### config.mk
export PLATFORM = sky130hd
export DESIGN_NAME = sll_ctrl
export DESIGN_NICKNAME = d
export VERILOG_FILES = /design/src/rtl/sll_pkg.sv /design/src/rtl/sll_ctrl.sv
export SDC_FILE = /design/constraint.sdc
export NUM_CORES = 1
export LEC_CHECK = 0
export BUFFER_PORTS_ARGS = -buffer_cell sky130_fd_sc_hd__buf_2
export CORE_AREA = 2 2 39 41
export CTS_BUF_LIST = sky130_fd_sc_hd__clkbuf_2
export CTS_CLUSTER_DIAMETER = 100
export CTS_CLUSTER_SIZE = 28
export DETAILED_ROUTE_END_ITERATION = 10
export DIE_AREA = 0 0 41 43
export PLACE_DENSITY_LB_ADDON = 0.12
export SKIP_LAST_GASP = 1
export SLEW_MARGIN = 15
export SYNTH_ARGS = -nofsm -noshare
export SYNTH_HDL_FRONTEND = slang
export SYNTH_SLANG_ARGS = --single-unit
### constraint.sdc
create_clock -name clk -period 2.55 [get_ports clk]
set_input_delay 0.255 -clock clk [delete_from_list [all_inputs] [get_ports clk]]
set_output_delay 0.255 -clock clk [all_outputs]
set_load 0.01 [all_outputs]
### src/rtl/sll_pkg.sv
// Shared types and codes for the static linked list engine.
// No dependencies; every other file of the block imports this package.
package sll_pkg;

  // Command codes.
  typedef enum logic [1:0] {
    OP_INS_HEAD = 2'd0,
    OP_INS_TAIL = 2'd1,
    OP_REMOVE   = 2'd2,
    OP_READ     = 2'd3
  } op_t;

  // Result status codes.
  typedef enum logic [1:0] {
    ST_OK      = 2'd0,
    ST_FULL    = 2'd1,
    ST_MISSING = 2'd2
  } status_t;

  // Controller states.
  typedef enum logic [3:0] {
    S_CLEAR,
    S_IDLE,
    S_INS_FREE,
    S_INS_TAKE,
    S_HEAD_LINK,
    S_HEAD_SET,
    S_TAIL_WALK,
    S_TAIL_SET,
    S_FIND,
    S_FOUND,
    S_REM_FREE,
    S_REM_SET
  } state_t;

  // Link memory read address source.
  typedef enum logic [1:0] {
    RA_DATA_HEAD,
    RA_FREE_HEAD,
    RA_LINK
  } rd_sel_t;

  // Link memory write address source.
  typedef enum logic [2:0] {
    WA_CLEAR,
    WA_DATA_HEAD,
    WA_FREE_HEAD,
    WA_NEWN,
    WA_PREV,
    WA_CUR
  } wa_sel_t;

  // Link memory write data source.
  typedef enum logic [2:0] {
    WD_CLEAR,
    WD_LINK,
    WD_ZERO,
    WD_NEWN,
    WD_CUR
  } wd_sel_t;

  // Commands from the controller to the datapath.
  typedef struct packed {
    logic    accept;      // latch a new request, clear the result value
    logic    clr_step;    // advance the clearing pass
    rd_sel_t rd_sel;
    logic    wr_en;
    wa_sel_t wa_sel;
    wd_sel_t wd_sel;
    logic    load_newn;   // newly taken node <= link read data
    logic    load_cur;    // current node <= link read data
    logic    walk_start;  // predecessor <= data head sentinel, count <= 0
    logic    walk_step;   // predecessor <= link read data, count + 1
    logic    val_wr;      // value store write at the new node
    logic    val_capture; // result value <= value read data
    logic    res_valid;   // emit a result next cycle
    status_t res_status;
  } dp_cmd_t;

  // Status from the datapath to the controller.
  typedef struct packed {
    op_t  op;
    logic link_zero;  // link read data is the end of a chain
    logic pos_hit;    // walk count equals the requested position
    logic clr_done;   // clearing pass is at the last entry
  } dp_stat_t;

endpackage

### src/rtl/sll_ctrl.sv
// Controller state machine of the static linked list engine.
// Depends on sll_pkg; drives the datapath through dp_cmd_t.
module sll_ctrl (
  input  logic              clk,
  input  logic              rst,
  input  logic              start,
  output logic              busy,
  input  sll_pkg::dp_stat_t stat,
  output sll_pkg::dp_cmd_t  cmd
);
  import sll_pkg::*;

  state_t state;
  state_t state_next;

  always_ff @(posedge clk) begin
    if (rst) begin
      state <= S_CLEAR;
    end else begin
      state <= state_next;
    end
  end

  assign busy = (state != S_IDLE);

  always_comb begin
    state_next = state;
    case (state)
      S_CLEAR: begin
        if (stat.clr_done) begin
          state_next = S_IDLE;
        end
      end
      S_IDLE: begin
        if (start) begin
          state_next = S_INS_FREE;
        end
      end
      S_INS_FREE: begin
        if (stat.op == OP_REMOVE || stat.op == OP_READ) begin
          state_next = S_FIND;
        end else if (stat.link_zero) begin
          state_next = S_IDLE;
        end else begin
          state_next = S_INS_TAKE;
        end
      end
      S_INS_TAKE: begin
        if (stat.op == OP_INS_HEAD) begin
          state_next = S_HEAD_LINK;
        end else begin
          state_next = S_TAIL_WALK;
        end
      end
      S_HEAD_LINK: state_next = S_HEAD_SET;
      S_HEAD_SET:  state_next = S_IDLE;
      S_TAIL_WALK: begin
        if (stat.link_zero) begin
          state_next = S_TAIL_SET;
        end
      end
      S_TAIL_SET: state_next = S_IDLE;
      S_FIND: begin
        if (stat.link_zero) begin
          state_next = S_IDLE;
        end else if (stat.pos_hit) begin
          state_next = S_FOUND;
        end
      end
      S_FOUND: begin
        if (stat.op == OP_REMOVE) begin
          state_next = S_REM_FREE;
        end else begin
          state_next = S_IDLE;
        end
      end
      S_REM_FREE: state_next = S_REM_SET;
      S_REM_SET:  state_next = S_IDLE;
      default:    state_next = S_CLEAR;
    endcase
  end

  always_comb begin
    cmd            = '0;
    cmd.rd_sel     = RA_DATA_HEAD;
    cmd.wa_sel     = WA_CLEAR;
    cmd.wd_sel     = WD_CLEAR;
    cmd.res_status = ST_OK;
    case (state)
      S_CLEAR: begin
        cmd.wr_en    = 1'b1;
        cmd.clr_step = 1'b1;
      end
      S_IDLE: begin
        // Only the free head is read here: the op is not
        // latched yet, so the free head is fetched and the data head is
        // fetched in S_INS_FREE for position requests.
        cmd.accept     = start;
        cmd.rd_sel     = RA_FREE_HEAD;
        cmd.walk_start = 1'b1;
      end
      S_INS_FREE: begin
        if (stat.op == OP_REMOVE || stat.op == OP_READ) begin
          cmd.rd_sel = RA_DATA_HEAD;
        end else if (stat.link_zero) begin
          cmd.res_valid  = 1'b1;
          cmd.res_status = ST_FULL;
        end else begin
          cmd.load_newn = 1'b1;
          cmd.rd_sel    = RA_LINK;
        end
      end
      S_INS_TAKE: begin
        cmd.wr_en      = 1'b1;
        cmd.wa_sel     = WA_FREE_HEAD;
        cmd.wd_sel     = WD_LINK;
        cmd.val_wr     = 1'b1;
        cmd.rd_sel     = RA_DATA_HEAD;
        cmd.walk_start = 1'b1;
      end
      S_HEAD_LINK: begin
        cmd.wr_en  = 1'b1;
        cmd.wa_sel = WA_NEWN;
        cmd.wd_sel = WD_LINK;
      end
      S_HEAD_SET: begin
        cmd.wr_en     = 1'b1;
        cmd.wa_sel    = WA_DATA_HEAD;
        cmd.wd_sel    = WD_NEWN;
        cmd.res_valid = 1'b1;
      end
      S_TAIL_WALK: begin
        if (stat.link_zero) begin
          cmd.wr_en  = 1'b1;
          cmd.wa_sel = WA_NEWN;
          cmd.wd_sel = WD_ZERO;
        end else begin
          cmd.walk_step = 1'b1;
          cmd.rd_sel    = RA_LINK;
        end
      end
      S_TAIL_SET: begin
        cmd.wr_en     = 1'b1;
        cmd.wa_sel    = WA_PREV;
        cmd.wd_sel    = WD_NEWN;
        cmd.res_valid = 1'b1;
      end
      S_FIND: begin
        if (stat.link_zero) begin
          cmd.res_valid  = 1'b1;
          cmd.res_status = ST_MISSING;
        end else if (stat.pos_hit) begin
          cmd.load_cur = 1'b1;
          cmd.rd_sel   = RA_LINK;
        end else begin
          cmd.walk_step = 1'b1;
          cmd.rd_sel    = RA_LINK;
        end
      end
      S_FOUND: begin
        cmd.val_capture = 1'b1;
        if (stat.op == OP_REMOVE) begin
          cmd.wr_en  = 1'b1;
          cmd.wa_sel = WA_PREV;
          cmd.wd_sel = WD_LINK;
          cmd.rd_sel = RA_FREE_HEAD;
        end else begin
          cmd.res_valid = 1'b1;
        end
      end
      S_REM_FREE: begin
        cmd.wr_en  = 1'b1;
        cmd.wa_sel = WA_CUR;
        cmd.wd_sel = WD_LINK;
      end
      S_REM_SET: begin
        cmd.wr_en     = 1'b1;
        cmd.wa_sel    = WA_FREE_HEAD;
        cmd.wd_sel    = WD_CUR;
        cmd.res_valid = 1'b1;
      end
      default: begin
        cmd.res_status = ST_OK;
      end
    endcase
  end

endmodule

# Yosys cells after proc, flatten, opt, wreduce, memory -nomap -nowiden
# Index checks and enable logic that the tools add are counted.
# totals
reg_bits,4
in_bits,8
out_inout_bits,21
wordCells,64
# op_classes
n_eq_ne,18
muxes,37
reduce_logical,8
# ops
cell,count
$pmux W6 S8,1
$pmux W4 S10,1
$mux W4,7
$eq A4 B3 Y1 const B,4
$eq A4 B4 Y1 const B,4
$mux W1,14
$mux W3,3
$eq A4 B2 Y1 const B,2
$mux W2,4
$mux W8,1
$pmux W2 S4,1
$mux W7,1
$reduce_or A7 Y1,1
$ne A2 B2 Y1 const B,3
$eq A2 B2 Y1 const B,2
$eq A4 B1 Y1 const B,1
$logic_not A4 Y1,1
$ne A4 B1 Y1 const B,1
$pmux W1 S4,1
$pmux W2 S2,1
$reduce_and A4 Y1,1
$reduce_or A2 Y1,2
$ne A3 B3 Y1 const B,1
$pmux W1 S3,1
other kinds (4),4

# Longest topological paths before layout
# Gate-level depths: netlist of the first run.
# logic_depth
ltp_word,4
ltp_mapped,5

# Worst setup path before layout of the first run
# OpenSTA, ideal clock, no wires.
# synth_timing
kind,reg-to-output
startpoint,register state[2]
endpoint,output cmd[1] in the netlist's numbering
arrival_time_ns,1.083
t_required_ns,2.295
path_slack_ns,1.212
path_stages_with_launch,4
path_cell_list,dfxtp_1 -> buf_4 -> buf_2 -> nor4_1
# synth_lines
item,line,source
from (decl),sll_ctrl.sv:13,state_t state;
from (signal assigned),sll_ctrl.sv:20,state <= state_next;
to (decl),sll_ctrl.sv:9,output sll_pkg::dp_cmd_t cmd

==> impl_metrics.csv, run 1 <==
group,metric,value,unit
timing,setup-tns-final,0,ns
detailed_routing,dr.first_iter.drc_count,21,
yosys,synth_area_leader_cell,"sky130_fd_sc_hd__dfxtp_1",
yosys,synth_cell_types,36,
cells_and_area,antenna_cells,0,
pwr,power.ir.vdd_worst,0.288,mV
global_routing,vias_in_the_first_global_route,580,
critical_path,worst-setup-path-type,"register to output pin",
global_routing,grt_pass1_wl,2620,um
yosys,synth_largest_type_area_fraction,13.1,%
clock_tree,cts_hold_buffers,0,
yosys,mappedNetlistNets,98,
yosys,yosys_most_used_dff,"sky130_fd_sc_hd__dfxtp_1",
cells_and_area,mostFrequentLayoutCells,"28 x sky130_fd_sc_hd__buf_2, 11 x sky130_fd_sc_hd__nor2_1, 7 x sky130_fd_sc_hd__nand2_1, 6 x sky130_fd_sc_hd__nand2b_1",
yosys,yosys_register_bits,4,
yosys,synth-edff-count,0,
yosys,synth_async_sr_flop_share,0,%
cells_and_area,multi_input_comb_area,457,um2
timing,worst-slew-pin-transition,0.492,ns
critical_path,regToRegSetupSlack,0.97,ns
yosys,synth_sequential_area_ratio,13.1,%
yosys,avgSynthCellArea,6.80,um2
pwr,cell_internal_pwr,0.198,mW
clock_tree,clock-sinks,4,
clock_tree,clkTransAtPathRegs,0.05,ns
global_routing,antenna_violations_before_repair,0,
die,die-area,1760,um2
timing,setup_violations,0,
timing,maxClockFrequency,547,MHz
yosys,ys_warn_count,0,
timing,period_needed,1.83,ns
timing,fin_worst_skew,0.00766,ns
placed_design,place_congestion,0.802,
pwr,combinationalPowerShare,57.1,%
critical_path,worst_setup_path_start_kind,"register",
cells_and_area,top_register,"state",
cells_and_area,seqCellArea,80.1,um2
detailed_routing,drt-vias-per-instance,5.76,
die,num_io_pins,29,
clock_tree,clock_path_buffers,2,
pwr,netSwitchingPower,0.165,mW
die,core-area,1380,um2
cells_and_area,share_of_cells_above_drive_strength_1,33.6,%
detailed_routing,vias,760,
clock_tree,clkLatencyLatePin,0.21,ns
yosys,top_post_synthesis_cells_by_area,"sky130_fd_sc_hd__dfxtp_1 13%, sky130_fd_sc_hd__buf_4 7.4%, sky130_fd_sc_hd__nor2_1 6.7%",
critical_path,cp.arrival,1.57,ns
timing,timing_max_transition_violations_final,0,
clock_tree,cts_setup_buffers,0,
pwr,power.clock.fraction,15.8,%
cells_and_area,finalNetCount,126,
job,maximum_capacitance_violations,0,
die,start_util,44.2,%
cells_and_area,final_common_cell,"sky130_fd_sc_hd__buf_2",
detailed_routing,drt_wl_total,1650,um
cells_and_area,biggestRegsByFlops,"state: 4 flops",
placed_design,io_buffer_count,28,
detailed_routing,routedWlPerCell,12.5,um
cells_and_area,largest_reg_flops,4,
cells_and_area,final.fill_count,151,
clock_tree,cts-resized-gates,0,
critical_path,crit_path_end_kind,"output pin",
critical_path,critPathRequiredTime,2.30,ns
global_routing,maximum_number_of_pins_on_one_net_before_global_route_repair,17,
timing,slew_headroom,67.2,%
global_routing,gr-usage-all-layers,20.7,%
min_path,hold_path_class,"primary input to register",
detailed_routing,antenna_violating_nets_post_route,0,
cells_and_area,area_delta_synth_final,23.7,%
pwr,power.share.sequential,27.0,%
pwr,power_leakage,0.360,nW
clock_tree,numCtsBuffers,3,
detailed_routing,post-route-drc-count,0,
clock_tree,cts_htree_levels,1,
yosys,syn_area,612,um2
die,die_w,41,um
critical_path,cp_max_fo,13,
status,result_of_the_run,"completed",
yosys,post_synth_inst_count,90,
global_routing,gr_ovfl_total,0,
detailed_routing,detail_route.first_pass.iterations,4,
die,die_height,43,um
die,num_rows,14,
timing,timing_hold_violations_final,0,
critical_path,cp-startpoint,"state[2]$_SDFFE_PP0P_",
placed_design,post-dp-hpwl,1230,um
cells_and_area,post-route-util,54.7,%
pwr,swShare,45.5,%
timing,layout_worst_path_cycle_share,71.8,%
critical_path,r2r_start,"state[0]$_SDFFE_PP0P_",
timing,rsz0062_at_grt,"false",
min_path,hold_path.startpoint,"rst",
clock_tree,cts_tree,"built",
clock_tree,clockRootBuffer,"sky130_fd_sc_hd__clkbuf_2",
pwr,power.density,480,nW/um2
[cells by family (layout without fill, tap and decap cells)]
| family | count (synthesis) | in the layout | share of synthesized area (%) |
|---|---|---|---|
| compound gates | 28 | 28 | 30.5 |
| buf+inv | 13 | 39 | 12.3 |
| flops | 4 | 4 | 13.1 |
| mux | 2 | 2 | 3.27 |
| simple gates | 43 | 43 | 40.9 |
[metrics by stage]
stage,std cells,total power [mW],hold slack [ns],worst slack [ns],area (um2)
floorplan,90,0.249,0.324,1.21,612
global placement,129,0.306,0.486,0.975,742
detailed placement,129,0.307,0.489,0.971,742
CTS,132,0.365,0.264,0.732,757
global route,132,0.402,0.264,0.514,757
finish,132,0.363,0.272,0.720,757
[power groups by stage]
stage	combinational (mW)	clock [mW]	sequential [mW]
finish	0.207	0.0575	0.0981
CTS	0.209	0.0587	0.0971
detailed placement	0.209	0	0.0982
floorplan	0.172	0	0.0768
global placement	0.208	0	0.0983
global route	0.233	0.0662	0.102
[cells in the mapped netlist (2+ instances only)]
| cell | instances |
|---|---|
| sky130_fd_sc_hd__buf_2 | 3 |
| sky130_fd_sc_hd__o21ai_0 | 5 |
| sky130_fd_sc_hd__a22oi_1 | 2 |
| sky130_fd_sc_hd__a211oi_1 | 4 |
| sky130_fd_sc_hd__mux2i_1 | 2 |
| sky130_fd_sc_hd__nor4_1 | 2 |
| sky130_fd_sc_hd__nand2b_1 | 6 |
| sky130_fd_sc_hd__buf_4 | 6 |
| sky130_fd_sc_hd__nor3_1 | 2 |
| sky130_fd_sc_hd__dfxtp_1 | 4 |
| sky130_fd_sc_hd__and3_1 | 2 |
| sky130_fd_sc_hd__nor3b_2 | 2 |
| sky130_fd_sc_hd__o32ai_1 | 2 |
| sky130_fd_sc_hd__nor2_1 | 11 |
| sky130_fd_sc_hd__nand2_1 | 7 |
| sky130_fd_sc_hd__nor2b_1 | 2 |
| sky130_fd_sc_hd__inv_1 | 4 |
| sky130_fd_sc_hd__o22ai_1 | 2 |
| sky130_fd_sc_hd__a21oi_1 | 5 |
[critical path: stages (launching register included)]
cell and delay [ns]:
sky130_fd_sc_hd__dfxtp_1 0.40, sky130_fd_sc_hd__buf_4 0.22, sky130_fd_sc_hd__nor3_1 0.28, sky130_fd_sc_hd__a32oi_1 0.15
sky130_fd_sc_hd__o32ai_1 0.14, sky130_fd_sc_hd__buf_2 0.18
[final timing paths]
kind	to	cells after the start
setup / recovery	cmd[2]	5
setup reg to reg	state[1]$_SDFFE_PP0P_	5
hold reg to reg	state[2]$_SDFFE_PP0P_	2
hold / removal	state[2]$_SDFFE_PP0P_	2
[layout make-up]
type	instances	area share, %
sequential	4	10.6
inverter	4	1.98
multi-input combinational	73	60.3
tap	16	2.64
clock buffer	3	1.98
timing repair buffer	32	22.5
[routing by layer]
layer | share of wire [%] | track usage, % | vias up
li1 | - | - | 381
met1 | 46 | 31.7 | 353
met2 | 47 | 28.7 | 26
met3 | 6.3 | 4.71 | 0
met4 | 0 | 4.00 | 0
met5 | 0 | 0 | -
(Power assumes the default switching activity.)
==> run 2, diff against run 1 <==
--- a/config.mk
+++ b/config.mk
@@ -6,12 +6,11 @@
 export NUM_CORES = 1
 export LEC_CHECK = 0
 export BUFFER_PORTS_ARGS = -buffer_cell sky130_fd_sc_hd__buf_2
-export CORE_AREA = 2 2 39 41
+export CORE_UTILIZATION = 47
 export CTS_BUF_LIST = sky130_fd_sc_hd__clkbuf_2
 export CTS_CLUSTER_DIAMETER = 100
 export CTS_CLUSTER_SIZE = 28
 export DETAILED_ROUTE_END_ITERATION = 10
-export DIE_AREA = 0 0 41 43
 export PLACE_DENSITY_LB_ADDON = 0.12
 export SKIP_LAST_GASP = 1
 export SLEW_MARGIN = 15
==> constraint.sdc (replaced) <==
create_clock -name clk -period 1.8 [get_ports clk]
set_input_delay 0.18 -clock clk [delete_from_list [all_inputs] [get_ports clk]]
set_output_delay 0.18 -clock clk [all_outputs]
set_load 0.01 [all_outputs]
==> run 2 against run 1 <==
  * Wire length up 8.6%
  * Flip-flop and latch count stayed put
  * Global-route usage up 9.1 points
  * Power up 54%
  * Clock power is 49% higher
  * Count of clock-buffer cells in the layout unchanged
  * Critical path depth down 1
==> impl_metrics.csv, run 2 (same netlist as run 1, synthesis figures left out) <==
group,metric,value,unit
clock_tree,clkLatencyLatePin,0.21,ns
cells_and_area,area_delta_synth_final,29.7,%
timing,setup-tns-final,0,ns
pwr,power.density,706,nW/um2
placed_design,io_buffer_count,28,
placed_design,place_congestion,0.795,
critical_path,cp_max_fo,16,
detailed_routing,drt-vias-per-instance,5.90,
critical_path,ordered_cell_list_for_the_critical_path,"buf_4 -> nor2_1 -> a32o_1 -> buf_2",
cells_and_area,final.fill_count,99,
global_routing,grt_pass1_wl,3080,um
critical_path,critical_path.slowest_cell,"sky130_fd_sc_hd__dfxtp_1",
pwr,netSwitchingPower,0.253,mW
timing,timing_max_transition_violations_final,0,
pwr,power.clock.fraction,15.3,%
detailed_routing,vias,779,
detailed_routing,post-route-drc-count,0,
placed_design,post-dp-hpwl,1320,um
timing,worst-slew-pin-transition,0.280,ns
clock_tree,numCtsBuffers,3,
die,start_util,52.9,%
pwr,cell_internal_pwr,0.307,mW
job,maximum_capacitance_violations,0,
critical_path,path_delay_family,"flip-flops",
cells_and_area,top_register,"state",
clock_tree,clock-sinks,4,
die,num_rows,12,
detailed_routing,drt_wl_total,1790,um
die,core-area,1160,um2
timing,period_needed,1.64,ns
timing,timing_hold_violations_final,0,
cells_and_area,biggestRegsByFlops,"state: 4 flops",
critical_path,worst_setup_path_start_kind,"register",
cells_and_area,mostFrequentLayoutCells,"28 x sky130_fd_sc_hd__buf_2, 11 x sky130_fd_sc_hd__nor2_1, 7 x sky130_fd_sc_hd__nand2_1, 6 x sky130_fd_sc_hd__nand2b_1",
die,die_w,38.1,um
critical_path,critPathRequiredTime,1.62,ns
pwr,power_total,0.560,mW
status,result_of_the_run,"completed",
critical_path,timing.critical_path.buf_inv,2,
die,die-area,1450,um2
pwr,swShare,45.2,%
timing,fin_worst_skew,0.000815,ns
cells_and_area,seqCellArea,82.6,um2
detailed_routing,dr.first_iter.drc_count,28,
pwr,combinationalPowerShare,61.5,%
die,num_io_pins,29,
timing,slew_headroom,81.3,%
global_routing,vias_in_the_first_global_route,668,
timing,maxClockFrequency,609,MHz
clock_tree,cts_tree,"built",
timing,setup_violations,0,
timing,layout_worst_path_cycle_share,91.2,%
timing,hold-worst-slack,0.189,ns
clock_tree,clock_path_buffers,2,
pwr,power.share.sequential,23.2,%
detailed_routing,routedWlPerCell,13.6,um
clock_tree,cts_htree_levels,1,
global_routing,maximum_number_of_pins_on_one_net_before_global_route_repair,17,
cells_and_area,largest_reg_flops,4,
cells_and_area,multi_input_comb_area,465,um2
timing,rsz0062_at_grt,"false",
pwr,power.ir.vdd_worst,0.426,mV
min_path,hold_path_class,"primary input to register",
global_routing,gr_ovfl_total,0,
critical_path,crit_path_end_kind,"output pin",
detailed_routing,antenna_violating_nets_post_route,0,
global_routing,gr-usage-all-layers,29.7,%
critical_path,worst-setup-path-type,"register to output pin",
cells_and_area,share_of_cells_above_drive_strength_1,38.1,%
detailed_routing,detail_route.first_pass.iterations,4,
die,die_height,38.1,um
critical_path,cp_slowest_stage_delay,0.47,ns
cells_and_area,antenna_cells,0,
critical_path,cp.arrival,1.46,ns
cells_and_area,final_common_cell,"sky130_fd_sc_hd__buf_2",
clock_tree,clkTransAtPathRegs,0.04,ns
pwr,power_leakage,0.369,nW
clock_tree,cts_hold_buffers,0,
cells_and_area,finalNetCount,128,
global_routing,antenna_violations_before_repair,0,
clock_tree,clockRootBuffer,"sky130_fd_sc_hd__clkbuf_2",
==> run 2: cell count changes in the layout (fill, tap and decap cells not counted) <==
cell,previous run,this run
sky130_fd_sc_hd__buf_12,0,1
sky130_fd_sc_hd__buf_4,4,5
sky130_fd_sc_hd__dfxtp_1,4,2
sky130_fd_sc_hd__dfxtp_2,0,2
sky130_fd_sc_hd__nor3_1,2,1
sky130_fd_sc_hd__nor3_2,0,1
sky130_fd_sc_hd__o21bai_1,1,0
sky130_fd_sc_hd__o21bai_2,0,1
==> run 2: worst paths after layout <==
path | slack (ns) | cells after the start | end | start
worst max-delay path | 0.16 | 4 | cmd[12] | state[2]$_SDFFE_PP0P_
worst min-delay path | 0.19 | 2 | state[3]$_SDFFE_PP0P_ | rst
worst min register to register | 0.73 | 3 | state[3]$_SDFFE_PP0P_ | state[3]$_SDFFE_PP0P_
worst max register to register | 0.24 | 5 | state[1]$_SDFFE_PP0P_ | state[2]$_SDFFE_PP0P_
==> run 2: through the flow <==
stage | area (um2) | utilization, % | cells | setup WS, ns
after floorplan | 612 | - | 90 | 0.537
after global placement | 767 | 66.3 | 129 | 0.298
after detailed placement | 767 | 66.3 | 129 | 0.277
after CTS | 782 | 67.6 | 132 | 0.0738
after global routing | 793 | 68.6 | 132 | 0.0402
final | 793 | 68.6 | 132 | 0.159
==> run 2: timing repair <==
item / CTS / global route
setup buffers: 0 / 0
resized for setup: 0 / 4
endpoints found under the setup margin: 0 / 7
==> run 2: layout make-up <==
class | count | area share (%)
clock buffer | 3 | 1.89
sequential | 4 | 10.4
timing repair buffer | 34 | 24.9
inverter | 4 | 1.89
tap | 14 | 2.21
multi-input combinational | 73 | 58.7
==> run 2: power groups by stage <==
stage                     sequential, mW  clock (mW)  combinational [mW]
after floorplan                    0.109           0               0.243
after global placement             0.130           0               0.332
after detailed placement           0.130           0               0.339
after CTS                          0.128      0.0862               0.340
after global routing               0.133      0.0933               0.381
final                              0.130      0.0855               0.345
==> run 2: metal layers <==
metal / part of all wire (%) / vias to the layer above / track usage (%)
li1: - / 387 / -
met3: 4.8 / 2 / 3.49
met2: 49 / 31 / 49.6
met1: 46 / 359 / 38.8
met5: 0 / - / 0
met4: 0.78 / 0 / 10.7
